[src/rtl/minimum_spanning_tree_cost_top_macros.svh]
// Assertion macros for the minimum spanning tree cost block.
`ifndef MINIMUM_SPANNING_TREE_COST_TOP_MACROS_SVH
`define MINIMUM_SPANNING_TREE_COST_TOP_MACROS_SVH

// Assert that an antecedent implies a consequent in the same cycle.
`define MSTC_ASSERT_IMP(label, clk, rst_n, ante, cons, msg) \
    label: assert property (@(posedge clk) disable iff (!rst_n) (ante) |-> (cons)) \
        else $error(msg);

// Assert that an antecedent implies a consequent in the following cycle.
`define MSTC_ASSERT_NEXT(label, clk, rst_n, ante, cons, msg) \
    label: assert property (@(posedge clk) disable iff (!rst_n) (ante) |=> (cons)) \
        else $error(msg);

`endif

[src/rtl/mstc_pkg.sv]
// Shared constants and types for the minimum spanning tree cost block.
`timescale 1ns / 1ps
`default_nettype none
package mstc_pkg;
    localparam int MAX_NODES_DEF = 128;
    localparam int MAX_EDGES_DEF = 1024;
    localparam int COST_BITS_DEF = 16;
    localparam int NODE_W        = 7;
    localparam int CNT_W         = 8;
    localparam int TOTAL_W       = 23;
    localparam logic [TOTAL_W-1:0] TOTAL_MAX = {TOTAL_W{1'b1}};
    localparam logic [CNT_W-1:0]   NODE_COUNT_RST = 8'd128;

    // Request from the sequencer to the union-find unit.
    typedef struct packed {
        logic             start;
        logic [NODE_W-1:0] node_a;
        logic [NODE_W-1:0] node_b;
    } t_uf_req;

    // Answer from the union-find unit.
    typedef struct packed {
        logic done;
        logic joined;
    } t_uf_rsp;
endpackage
`default_nettype wire

[src/rtl/mstc_forest.sv]
// Union-find forest with path compression; one parent read or write per cycle.
`timescale 1ns / 1ps
`default_nettype none
module mstc_forest (
    input  wire                  i_clk,
    input  wire                  i_rst_n,
    input  wire                  i_clear,
    output logic                 o_clear_busy,
    input  mstc_pkg::t_uf_req    i_req,
    output mstc_pkg::t_uf_rsp    o_rsp
);
    localparam int MAX_NODES = mstc_pkg::MAX_NODES_DEF;
    localparam int NW = mstc_pkg::NODE_W;
    typedef enum logic [3:0] {
        S_IDLE, S_CLR, S_FA_RD, S_FA_CHK, S_CA_RD, S_CA_WR,
        S_FB_RD, S_FB_CHK, S_CB_RD, S_CB_WR, S_LINK
    } t_state;

    logic [NW-1:0] r_mem [MAX_NODES];
    t_state        r_state;
    logic [NW-1:0] r_node_a, r_node_b, r_walk, r_cur, r_root_a, r_root_b;
    logic [NW-1:0] r_rd;
    logic [NW:0]   r_clr;
    logic          r_done, r_joined;

    logic [NW-1:0] w_addr, w_data;
    logic          w_we;
    logic [NW-1:0] w_rd_addr;

    always_comb begin
        w_we = 1'b0;
        w_addr = r_cur;
        w_data = r_walk;
        case (r_state)
            S_CLR: begin
                w_we = 1'b1;
                w_addr = r_clr[NW-1:0];
                w_data = r_clr[NW-1:0];
            end
            S_CA_WR, S_CB_WR: begin
                w_we = (r_cur != r_walk);
                w_addr = r_cur;
                w_data = r_walk;
            end
            S_LINK: begin
                w_we = (r_root_a != r_walk);
                w_addr = (r_root_a < r_walk) ? r_walk : r_root_a;
                w_data = (r_root_a < r_walk) ? r_root_a : r_walk;
            end
            default: ;
        endcase
    end

    always_comb begin
        case (r_state)
            S_FA_RD, S_FA_CHK, S_FB_RD, S_FB_CHK: w_rd_addr = r_walk;
            default:                              w_rd_addr = r_cur;
        endcase
    end

    always_ff @(posedge i_clk) begin
        if (w_we) begin
            r_mem[w_addr] <= w_data;
        end
        r_rd <= r_mem[w_rd_addr];
    end

    // Find walks to the root, then a second walk rewrites every link on the path.
    always_ff @(posedge i_clk) begin
        if (!i_rst_n) begin
            r_state  <= S_CLR;
            r_clr    <= '0;
            r_done   <= 1'b0;
            r_joined <= 1'b0;
        end else begin
            r_done <= (r_state == S_LINK);
            case (r_state)
                S_IDLE: begin
                    if (i_clear) begin
                        r_clr   <= '0;
                        r_state <= S_CLR;
                    end else if (i_req.start) begin
                        r_node_a <= i_req.node_a;
                        r_node_b <= i_req.node_b;
                        r_walk   <= i_req.node_a;
                        r_cur    <= i_req.node_a;
                        r_state  <= S_FA_RD;
                    end
                end
                S_CLR: begin
                    r_clr <= r_clr + 1'b1;
                    if (r_clr == (NW+1)'(MAX_NODES - 1)) begin
                        r_state <= S_IDLE;
                    end
                end
                S_FA_RD: r_state <= S_FA_CHK;
                S_FA_CHK: begin
                    if (r_rd == r_walk) begin
                        r_root_a <= r_walk;
                        r_state  <= S_CA_RD;
                    end else begin
                        r_walk  <= r_rd;
                        r_state <= S_FA_RD;
                    end
                end
                S_CA_RD: r_state <= S_CA_WR;
                S_CA_WR: begin
                    if (r_cur == r_walk) begin
                        r_walk  <= r_node_b;
                        r_cur   <= r_node_b;
                        r_state <= S_FB_RD;
                    end else begin
                        r_cur   <= r_rd;
                        r_state <= S_CA_RD;
                    end
                end
                S_FB_RD: r_state <= S_FB_CHK;
                S_FB_CHK: begin
                    if (r_rd == r_walk) begin
                        r_root_b <= r_walk;
                        r_state  <= S_CB_RD;
                    end else begin
                        r_walk  <= r_rd;
                        r_state <= S_FB_RD;
                    end
                end
                S_CB_RD: r_state <= S_CB_WR;
                S_CB_WR: begin
                    if (r_cur == r_walk) begin
                        r_state <= S_LINK;
                    end else begin
                        r_cur   <= r_rd;
                        r_state <= S_CB_RD;
                    end
                end
                S_LINK: begin
                    r_joined <= (r_root_a != r_walk);
                    r_state  <= S_IDLE;
                end
                default: r_state <= S_IDLE;
            endcase
        end
    end

    assign o_clear_busy = (r_state == S_CLR);
    assign o_rsp.done   = r_done;
    assign o_rsp.joined = r_joined;

    logic w_unused;
    assign w_unused = ^{r_root_b, i_req.node_a, i_req.node_b};
endmodule
`default_nettype wire

[config.mk]
export PLATFORM = sky130hd
export DESIGN_NAME = mstc_forest
export DESIGN_NICKNAME = d
export VERILOG_FILES = /design/src/rtl/minimum_spanning_tree_cost_top_macros.svh /design/src/rtl/mstc_pkg.sv /design/src/rtl/mstc_forest.sv
export SDC_FILE = /design/constraint.sdc
export NUM_CORES = 1
export LEC_CHECK = 0
export BUFFER_PORTS_ARGS = -buffer_cell sky130_fd_sc_hd__buf_2
export CORE_AREA = 2 2 264 266
export DETAILED_ROUTE_END_ITERATION = 7
export DIE_AREA = 0 0 266 268
export PLACE_DENSITY = 0.74
export SLEW_MARGIN = 20
export SYNTH_ARGS = -nofsm -noshare
export SYNTH_HDL_FRONTEND = slang
export SYNTH_SLANG_ARGS = --single-unit
export TNS_END_PERCENT = 50
[constraint.sdc]
create_clock -name i_clk -period 13.84 [get_ports i_clk]
set_clock_uncertainty 0.1 [all_clocks]
set_input_delay 0.692 -clock i_clk [delete_from_list [all_inputs] [get_ports i_clk]]
set_output_delay 0.692 -clock i_clk [all_outputs]
set_load 0.005 [all_outputs]
# After elaboration in Yosys (flattened, before gate mapping)
# Memory sizes are Yosys's and may differ from the RTL's. A register that Yosys moved wholly into a read port is not among the register bits.
# Index checks and enable logic that the tools add are counted.
# Widths: inputs -> output; s select.
[word_totals]
ff_bits = 42
latch_bits = 0
ramBits = 896
mem_bits_ro = 0
out_inout_bits = 3
n_memories = 1
[classes]
n_addsub = 1
mul = 0
n_div = 0
magnitude_cmp = 1
eq_ne = 23
shift = 0
n_mux = 26
bitwise = 1
reduce_logical = 13
[memory_table]
columns = ["memory", "words", "word_bits", "read_ports", "rd_ports_with_merged_regs", "wr", "line", "source"]
rows = [
  ["r_mem", 128, 7, 1, 1, 1, "mstc_forest.sv:19", "logic [NW-1:0] r_mem [MAX_NODES];"],
]
[ops]
columns = ["operator", "n"]
rows = [
  ["$mux 7", 9],
  ["$pmux 7 s3", 2],
  ["$pmux 4 s10", 1],
  ["$pmux 7 s2", 2],
  ["$eq 4x3->1 const B", 4],
  ["$mux 4", 4],
  ["$pmux 8 s2", 1],
  ["$eq 7x7->1", 2],
  ["$ne 7x7->1", 2],
  ["$eq 4x4->1 const B", 3],
  ["$ne 2x2->1 const B", 6],
  ["$add 8x1->8 const B", 1],
  ["$eq 4x2->1 const B", 2],
  ["$eq 8x7->1 const B", 1],
  ["$mux 8", 1],
  ["$lt 7x7->1", 1],
  ["$reduce_and 6->1", 1],
  ["$reduce_bool 3->1", 2],
  ["$reduce_and 5->1", 1],
  ["$eq 4x1->1 const B", 1],
  ["$logic_not 4->1", 1],
  ["$mux 2", 2],
  ["$reduce_and 2->1", 2],
  ["$reduce_and 4->1", 1],
  ["10 further kinds", 12],
]

# Depth between registers and ports, before layout
# Gate-level depths: netlist (run 1).
[depth]
ltp_word = 5
ltp_mapped = 13
depth_no_buf = 10

# Worst setup path after synthesis (run 1)
# Ideal clock, no wire load.
[synth_path]
path_kind = "reg-to-reg"
start = "reg r_walk[5]"
end = "mem r_mem[0][5] (netlist bit) (data pin)"
setup_ns = 0.532
t_arrival_ns = 3.746
required_ns = 13.208
path_slack_ns = 9.462
stages_incl_launch_ff = 8
n_path_buf = 1
path_cell_list = "edfxtp_1 > clkbuf_1 > inv_1 > ha_1 > a21o_1 > a221o_1 > nor3_1 > a221o_1"
[synth_between]
elab_chain_len = 3
[synth_rtl]
columns = ["item", "line", "source"]
rows = [
  ["start, declared", "mstc_forest.sv:21", "logic [NW-1:0] r_node_a, r_node_b, r_walk, r_cur, r_root_a, r_root_b;"],
  ["start signal, assigned", "mstc_forest.sv:85", "r_walk <= i_req.node_a;"],
  ["start signal, assigned", "mstc_forest.sv:102", "r_walk <= r_rd;"],
  ["start signal, assigned", "mstc_forest.sv:109", "r_walk <= r_node_b;"],
  ["$lt 7x7->1", "mstc_forest.sv:48", "w_data = (r_root_a < r_walk) ? r_root_a : r_walk;"],
  ["$mux 7", "mstc_forest.sv:48", ""],
  ["$pmux 7 s2 (*)", "mstc_forest.sv:34", "case (r_state)"],
  ["via w_data[5]", "mstc_forest.sv:26", "logic [NW-1:0] w_addr, w_data;"],
  ["end, declared", "mstc_forest.sv:19", ""],
]
# The timed path passes the listed nets; every way through them passes the cells marked *.

# Final worst setup path (run 1)
[layout_path]
start = "reg r_state[3]"
end = "reg r_rd[3], read port of r_mem"
[layout_between]
elab_chain_len = 3
word_cells_on_any_way = 6
classes_between = "eq/ne (4); mux (1); reduce/logical (1)"
[layout_rtl]
columns = ["item", "line", "source"]
rows = [
  ["start, declared", "mstc_forest.sv:20", "t_state r_state;"],
  ["start signal, assigned", "mstc_forest.sv:71", "r_state <= S_CLR;"],
  ["start signal, assigned", "mstc_forest.sv:81", "r_state <= S_CLR;"],
  ["start signal, assigned", "mstc_forest.sv:87", "r_state <= S_FA_RD;"],
  ["$eq 4x3->1 or $eq 4x2->1 (tied branches)", "mstc_forest.sv:55", "case (r_state)"],
  ["$reduce_or 4->1 (*)", "mstc_forest.sv:55", ""],
  ["$mux 7 (*)", "mstc_forest.sv:55", ""],
  ["end, declared", "mstc_forest.sv:22", "logic [NW-1:0] r_rd;"],
]
# Every way passes the cells marked *; elsewhere a longest branch is shown, timed or not.
# A chain may end at the register's enable or synchronous reset.

==> results of run 1 <==
cell type report:
type | instances | area share [%]
sequential | 945 | 67.5
multi-input combinational | 1416 | 21.7
clock buffer | 112 | 5.84
tap | 882 | 2.64
clock inverter | 55 | 1.27
timing repair buffer | 56 | 0.896
inverter | 18 | 0.222
through the flow:
| step | power (mW) | hold slack (ps) |
|---|---|---|
| final | 5.70 | 111 |
| after detailed placement | 3.27 | 361 |
| after global routing | 5.82 | 119 |
| after floorplan | 3.23 | 321 |
| after global placement | 3.27 | 355 |
| after CTS | 5.70 | 105 |
cell families (layout without fill, tap and decap cells):
family,after synthesis,count (layout)
mux,129,129
xor+xnor,16,16
flops,945,945
fa+ha+maj,8,8
compound gates,393,393
simple gates,870,870
buf+inv,180,241
state kept, by name (all words and copies together) (netlist names):
name,count
r_rd,7
r_node_b,7
r_state,4
r_joined,1
r_root_a,7
r_walk,7
r_clr,8
r_cur,7
r_done,1
r_mem,896
worst max-delay path, delay by kind of cell (launching register included):
family	cells	cell delay [ps]
DFF	1	650
buffers and inverters	3	1740
muxes	1	610
and+or+nand+nor	4	1670
AOI/OAI and AO/OA	3	730
cells in the mapped netlist, types with 34 or more instances:
| cell type | number |
|---|---|
| o22ai_1 | 46 |
| nor2_1 | 152 |
| edfxtp_1 | 924 |
| a31oi_1 | 65 |
| a21oi_1 | 77 |
| clkbuf_1 | 72 |
| nand2_1 | 437 |
| mux4_2 | 60 |
| nor3_1 | 56 |
| o221ai_1 | 34 |
| o21ai_0 | 36 |
| nand3_1 | 94 |
| buf_2 | 60 |
| mux2i_1 | 61 |
power breakdown:
part           leakage [nW]  internal (mW)  switching [mW]  total [mW]
clock                  1.46           1.42            1.06        2.48
combinational          3.64         0.0114          0.0655      0.0769
sequential             8.57           3.13         0.00315        3.14
per-layer routing:
metal	up-vias	track usage (%)	wire length [um]
li1	9813	-	-
met1	11458	37.4	36300
met2	1646	41.2	44000
met3	272	6.13	11400
met4	6	11.4	4060
met5	-	0	34
final timing paths:
kind,endpoint,start,cells after the start
setup / recovery,r_rd[3],r_state[3],11
hold / removal,r_node_b[4],i_req[4],1
setup reg to reg,r_rd[3],r_state[3],11
hold reg to reg,r_joined,r_joined,2
==> out/metrics.yaml, run 1 <==
outcome:
  outcome: "completed"
cells_and_area:
  final_cell_mix: "edfxtp_1 (924), nand2_1 (437), nor2_1 (152), clkbuf_16 (93), nand3_1 (92)"
  mostFrequentLayoutCell: "edfxtp_1"
  fin_cells: 3484
  seq_area_um2: 28200
  nNetsFinal: 2554
  area_growth_pct: 10.0
  num_antenna_cells: 0
  multi_input_comb_area_um2: 9050
  fill_cells: 4787
  fin_area_um2: 41800
  final_util_pct: 61.2
  layout-drive-gt1-share_pct: 11.1
die:
  die_height_um: 268
  core_area_um2: 68200
  rows: 96
  dieArea_um2: 71300
  dieWidth_um: 266
  io_pins: 21
  start_util_pct: 55.6
timing:
  slew_headroom_pct: 23.1
  fin_crit_ps: 5700
  grt_setup_unrepaired: "no"
  final_max_slew_viol_count: 0
  tightest_slew_ps: 1150
  setup_slack_ps: 8140
  final.setup.tns_ps: 0
  min_period_over_period_pct: 41.2
  max_clock_freq_ghz: 0.175
  finalSetupViolations: 0
  hold_viol: 0
worst_setup_path:
  critPathLaunchType: "flip-flop"
  worstSetupPathType: "reg2reg"
  critPathRequiredTime_ps: 14280
  crit_path_end_kind: "flip-flop"
  path_cells: "nand2b_1, buf_4, mux2i_4, buf_4, buf_4, nand2_2, o221ai_1, a21oi_1, nor4_1, a311oi_1, and4_1"
  critPathMostFrequentCell: "buf_4"
  max_stage_delay_ps: 870
  crit_path_max_fanout: 54
  worstPathArrival_ps: 6140
  cp_slowest_cell: "nand2_2"
  reg2reg_slack_ps: 8140
global_route:
  grt_pass1_wl_mm: 142
  grt_pass1_vias: 22276
  grt_remaining_overflow: 0
  grt_usage_pct: 26.8
  grt_max_degree: 129
  antenna_found_initial: 3
synth:
  synthesis.area_um2: 38000
  syn_area_per_cell_um2: 14.9
  yosysSeqAreaShare_pct: 74.2
  synth.top_cell.area_share_pct: 73.1
  ys_ff_latch: 945
  yosysTopAreaCell: "edfxtp_1"
  yosysWarningCount: 0
  synthMuxAreaShare_pct: 5.45
  synth-edff-count: 924
  synthXorXnorAreaFrac_pct: 0.369
  synth_compound_area_share_pct: 7.10
  synthSimpleGateAreaFrac_pct: 10.4
  synth_top_family_by_area: "simple AND/OR/NAND/NOR gates"
  synth_adder_area_share_pct: 0.264
  synthFlopType: "edfxtp_1"
  synthTopCellsByArea: "edfxtp_1 (73%), nand2_1 (4.3%), mux4_2 (3.6%), mux2i_1 (1.6%), nor2_1 (1.5%)"
  syn-num-nets: 2567
  netlist-cell-type-count: 73
  ys_async_sr_fraction_pct: 0
  synth_cells: 2541
placed_design:
  port_buffers: 20
  postPlaceCellArea_um2: 38800
  dp_hpwl_mm: 55.3
  post-place-ws_ps: 8290
  place_inst: 3317
  gp_congestion: 0.924
clock_tree:
  clk_latency_ps: 660
  ctsRootBufferMaster: "clkbuf_16"
  ctsHoldBuffers: 0
  cts_buffers: 91
  cts_htree_levels: 3
  clkTransAtPathRegs_ps: 60
  post-cts-setup-buffer-count: 0
  clock-sinks: 945
  cts_buffer_depth: 3
  cts_tree: "yes"
  cts_resized: 0
detailed_routing:
  first_pass_iters: 7
  routed_wl_mm: 95.7
  routed_via_density: 6.66
  wl_per_cell_um: 27.5
  drc: 0
  ant_nets: 0
  vias: 23195
  first_iter_violations: 3154
power:
  vdd_ir_drop_max_uv: 85.0
  power.density_nw_per_um2: 136
  power.leakage_nw: 13.7
min_path:
  min_path_type: "in2reg"
flow_run:
  maxCapViolCount: 0
No activity file was read; power rests on OpenSTA's default activity.
==> run 2, diff against run 1 <==
--- a/config.mk
+++ b/config.mk
@@ -5,10 +5,11 @@
 export SDC_FILE = /design/constraint.sdc
 export NUM_CORES = 1
 export LEC_CHECK = 0
+export ABC_AREA = 1
 export BUFFER_PORTS_ARGS = -buffer_cell sky130_fd_sc_hd__buf_2
-export CORE_AREA = 2 2 264 266
+export CORE_AREA = 2 2 279 281
 export DETAILED_ROUTE_END_ITERATION = 7
-export DIE_AREA = 0 0 266 268
+export DIE_AREA = 0 0 281 283
 export PLACE_DENSITY = 0.74
 export SLEW_MARGIN = 20
 export SYNTH_ARGS = -nofsm -noshare
==> constraint.sdc (replaced) <==
create_clock -name i_clk -period 5.7 [get_ports i_clk]
set_clock_uncertainty 0.1 [all_clocks]
set_input_delay 0.285 -clock i_clk [delete_from_list [all_inputs] [get_ports i_clk]]
set_output_delay 0.285 -clock i_clk [all_outputs]
set_load 0.005 [all_outputs]
==> run 2 against run 1 <==
Net effect: non-clock buffer count up 30; synthesized area up 12%; flip-flop and latch count is the same; maximum frequency rose by 21%; count of clock-buffer cells in the layout increased by 12; sequential share of layout area fell by 7.3 points; wire length is 12% higher; cell count rose by 55%; worst hold slack got worse by 73 ps; critical endpoint is now r_mem[89][6]; highest routed layer is now met4.
==> out/metrics.yaml, run 2 <==
cells_and_area:
  layout-drive-gt1-share_pct: 5.13  # was 11.1%
  final_cell_mix: "nand2_1 (1025), nand3_1 (924), edfxtp_1 (924), inv_1 (900), nor2_1 (162)"  # was edfxtp_1 (924), nand2_1 (437), nor2_1 (152), clkbuf_16 (93), nand3_1 (92)
  mostFrequentLayoutCell: "nand2_1"  # was edfxtp_1
  regMostFlops: "r_mem"  # unchanged
  fin_cells: 5388  # was 3484
  reg.largest.list: "r_mem x896, r_clr x8"  # unchanged
  fill_cells: 5967  # was 4787
  area_growth_pct: 9.94  # was 10.0%
  nNetsFinal: 4300  # was 2554
  final_util_pct: 61.1  # was 61.2%
  num_antenna_cells: 0  # unchanged
  seq_area_um2: 28200  # unchanged
  multi_input_comb_area_um2: 10100  # was 9050 um2
  largest_reg_flops: 896  # unchanged
clock_tree:
  cts_htree_levels: 3  # unchanged
  clkTransAtPathRegs_ps: 60  # about the same
  post-cts-setup-buffer-count: 0  # unchanged
  clk_latency_ps: 670  # was 660 ps
  cts_resized: 0  # unchanged
  ctsRootBufferMaster: "clkbuf_16"  # unchanged
  cts_buffers: 92  # was 91
  clock-sinks: 945  # unchanged
  cts_buffer_depth: 3  # unchanged
  ctsHoldBuffers: 16  # was 0
  cts_tree: "yes"  # unchanged
worst_setup_path:
  worstPathArrival_ps: 4880  # was 6140 ps
  cp_slowest_cell: "nand3_1"  # was nand2_2
  crit_start: "r_walk[5]"  # was r_state[3]
  max_stage_delay_ps: 740  # was 870 ps
  path_cells: "inv_1, ha_1, nand2_1, nor2_1, nand2_1, nand2_2, inv_1, o211ai_1, nand3_1, nor2_1, nand3_1, buf_4, nor2_1"  # was nand2b_1, buf_4, mux2i_4, buf_4, buf_4, nand2_2, o221ai_1, a21oi_1, nor4_1, a311oi_1, and4_1
  worstSetupPathType: "reg2reg"  # unchanged
  crit_path_max_fanout: 17  # was 54
  critPathRequiredTime_ps: 5880  # was 14280 ps
  crit_path_end_kind: "flip-flop"  # unchanged
  r2r-start: "r_walk[5]"  # was r_state[3]
  critPathMostFrequentCell: "nor2_1"  # was buf_4
  critPathLaunchType: "flip-flop"  # unchanged
global_route:
  grt_usage_pct: 27.1  # was 26.8%
  use_met3_pct: 4.38  # was 6.13%
  grt_pass1_vias: 28692  # was 22276
  grt_pass1_wl_mm: 165  # was 142 mm
  grt_use_met2_pct: 43.0  # was 41.2%
  grt-busiest-layer: "met2"  # unchanged
  antenna_found_initial: 0  # was 3
  grt_max_degree: 203  # was 129
  grt_remaining_overflow: 0  # unchanged
  met1_usage_pct: 38.1  # was 37.4%
synth:
  syn-num-nets: 4334  # was 2567
  synth_most_common_cell: "nand2_1"  # was edfxtp_1
  ys_async_sr_fraction_pct: 0  # unchanged
  ys_ff_latch: 945  # unchanged
  synth-edff-count: 924  # unchanged
  synth.top_cell.area_share_pct: 65.1  # was 73.1%
  synthTopCellsByArea: "edfxtp_1 (65%), nand3_1 (11%), nand2_1 (9.1%), inv_1 (7.9%), buf_2 (1.6%)"  # was edfxtp_1 (73%), nand2_1 (4.3%), mux4_2 (3.6%), mux2i_1 (1.6%), nor2_1 (1.5%)
  yosysWarningCount: 0  # unchanged
  netlist-cell-type-count: 36  # was 73
  syn_area_per_cell_um2: 9.89  # was 14.9 um2
  synthTopCellsByCount: "nand2_1 (1028), nand3_1 (932), edfxtp_1 (924), inv_1 (902), nor2_1 (162)"  # was edfxtp_1 (924), nand2_1 (437), nor2_1 (152), nand3_1 (94), a21oi_1 (77)
  synth_cells: 4308  # was 2541
  yosysSeqAreaShare_pct: 66.1  # was 74.2%
  synthesis.area_um2: 42600  # was 38000 um2
  synthFlopType: "edfxtp_1"  # unchanged
  yosysTopAreaCell: "edfxtp_1"  # unchanged
placed_design:
  gp_congestion: 0.886  # was 0.924
  place_inst: 5204  # was 3317
  dp_hpwl_mm: 61.2  # was 55.3 mm
  port_buffers: 20  # unchanged
timing:
  whs_ps: 38.2  # was 111 ps
  min_period_over_period_pct: 82.6  # was 41.2%
  slew_headroom_pct: 25.2  # was 23.1%
  grt_setup_unrepaired: "no"  # unchanged
  max_clock_freq_ghz: 0.212  # was 0.175 GHz
  fin_crit_ps: 4710  # was 5700 ps
  hold_viol: 0  # unchanged
  tightest_slew_ps: 1120  # was 1150 ps
  finalSetupViolations: 0  # unchanged
  final_max_slew_viol_count: 0  # unchanged
  final.setup.tns_ps: 0  # unchanged
detailed_routing:
  wl_per_cell_um: 19.9  # was 27.5 um
  routed_via_density: 5.53  # was 6.66
  first_iter_violations: 3786  # was 3154
  vias: 29800  # was 23195
  first_pass_iters: 7  # unchanged
  drc: 0  # unchanged
  routed_wl_mm: 107  # was 95.7 mm
  ant_nets: 0  # unchanged
die:
  dieArea_um2: 79500  # was 71300 um2
  io_pins: 21  # unchanged
  core_area_um2: 76700  # was 68200 um2
  die_height_um: 283  # was 268 um
  start_util_pct: 55.5  # was 55.6%
  rows: 102  # was 96
  dieWidth_um: 281  # was 266 um
flow_run:
  maxCapViolCount: 0  # unchanged
min_path:
  min_path_type: "in2reg"  # unchanged
  min-delay-start: "i_req[14]"  # was i_req[4]
outcome:
  outcome: "completed"  # unchanged
power:
  vdd_ir_drop_max_uv: 247  # was 85.0 uV
  power.leakage_nw: 20.1  # was 13.7 nW
  power.density_nw_per_um2: 297  # was 136 nW/um2
run 2: cell families after synthesis:
| family | count (synthesis) | share of synthesized area [%] |
|---|---|---|
| buf+inv | 1119 | 10.4 |
| simple gates | 2140 | 21.7 |
| flops | 945 | 66.1 |
| compound gates | 84 | 1.22 |
| xor+xnor | 12 | 0.247 |
| fa+ha+maj | 8 | 0.235 |
run 2: routing by layer:
| layer | share of wire, % | vias up |
|---|---|---|
| li1 | - | 13890 |
| met1 | 39 | 14012 |
| met2 | 47 | 1665 |
| met3 | 10 | 233 |
| met4 | 3.1 | 0 |
| met5 | 0 | - |
run 2: critical path: cells and delay by family, from the launching register on:
family	cells	cell delay, ps
DFF	1	480
adders and majority gates	1	300
and+or+nand+nor	8	2330
buffers and inverters	3	820
AOI/OAI and AO/OA	1	270
run 2: metrics by stage:
stage | setup WS, ps | instance area, um2 | power, mW
3_5_place_dp | 1160 | 43700 | 7.97
6_report | 993 | 46800 | 13.9
3_3_place_gp | 1140 | 43700 | 7.96
5_1_grt | 733 | 46800 | 14.2
4_1_cts | 1160 | 46800 | 13.9
2_1_floorplan | 1540 | 42600 | 7.86
run 2: where the power goes:
group	total (mW)	internal, mW	switching, mW
combinational	0.219	0.0411	0.178
sequential	7.62	7.61	0.00574
clock	6.06	3.49	2.56
total	13.9	11.1	2.75
run 2: path summary, 6_finish.rpt:
| check | end | slack, ps | cells past startpoint |
|---|---|---|---|
| hold / removal | r_node_b[3] | 40 | 3 |
| hold reg to reg | r_clr[7] | 360 | 1 |
| setup reg to reg | r_mem[89][6] | 990 | 13 |
| setup / recovery | r_mem[89][6] | 990 | 13 |
run 2: final cells by class:
type                            count  share of cell area [%]
Sequential cell                   945                    60.1
Multi-Input combinational cell   2244                    21.7
Inverter                          905                    7.26
Clock buffer                      124                    5.35
Tap cell                         1040                    2.78
Timing Repair Buffer               86                    1.84
Clock inverter                     44                   0.988
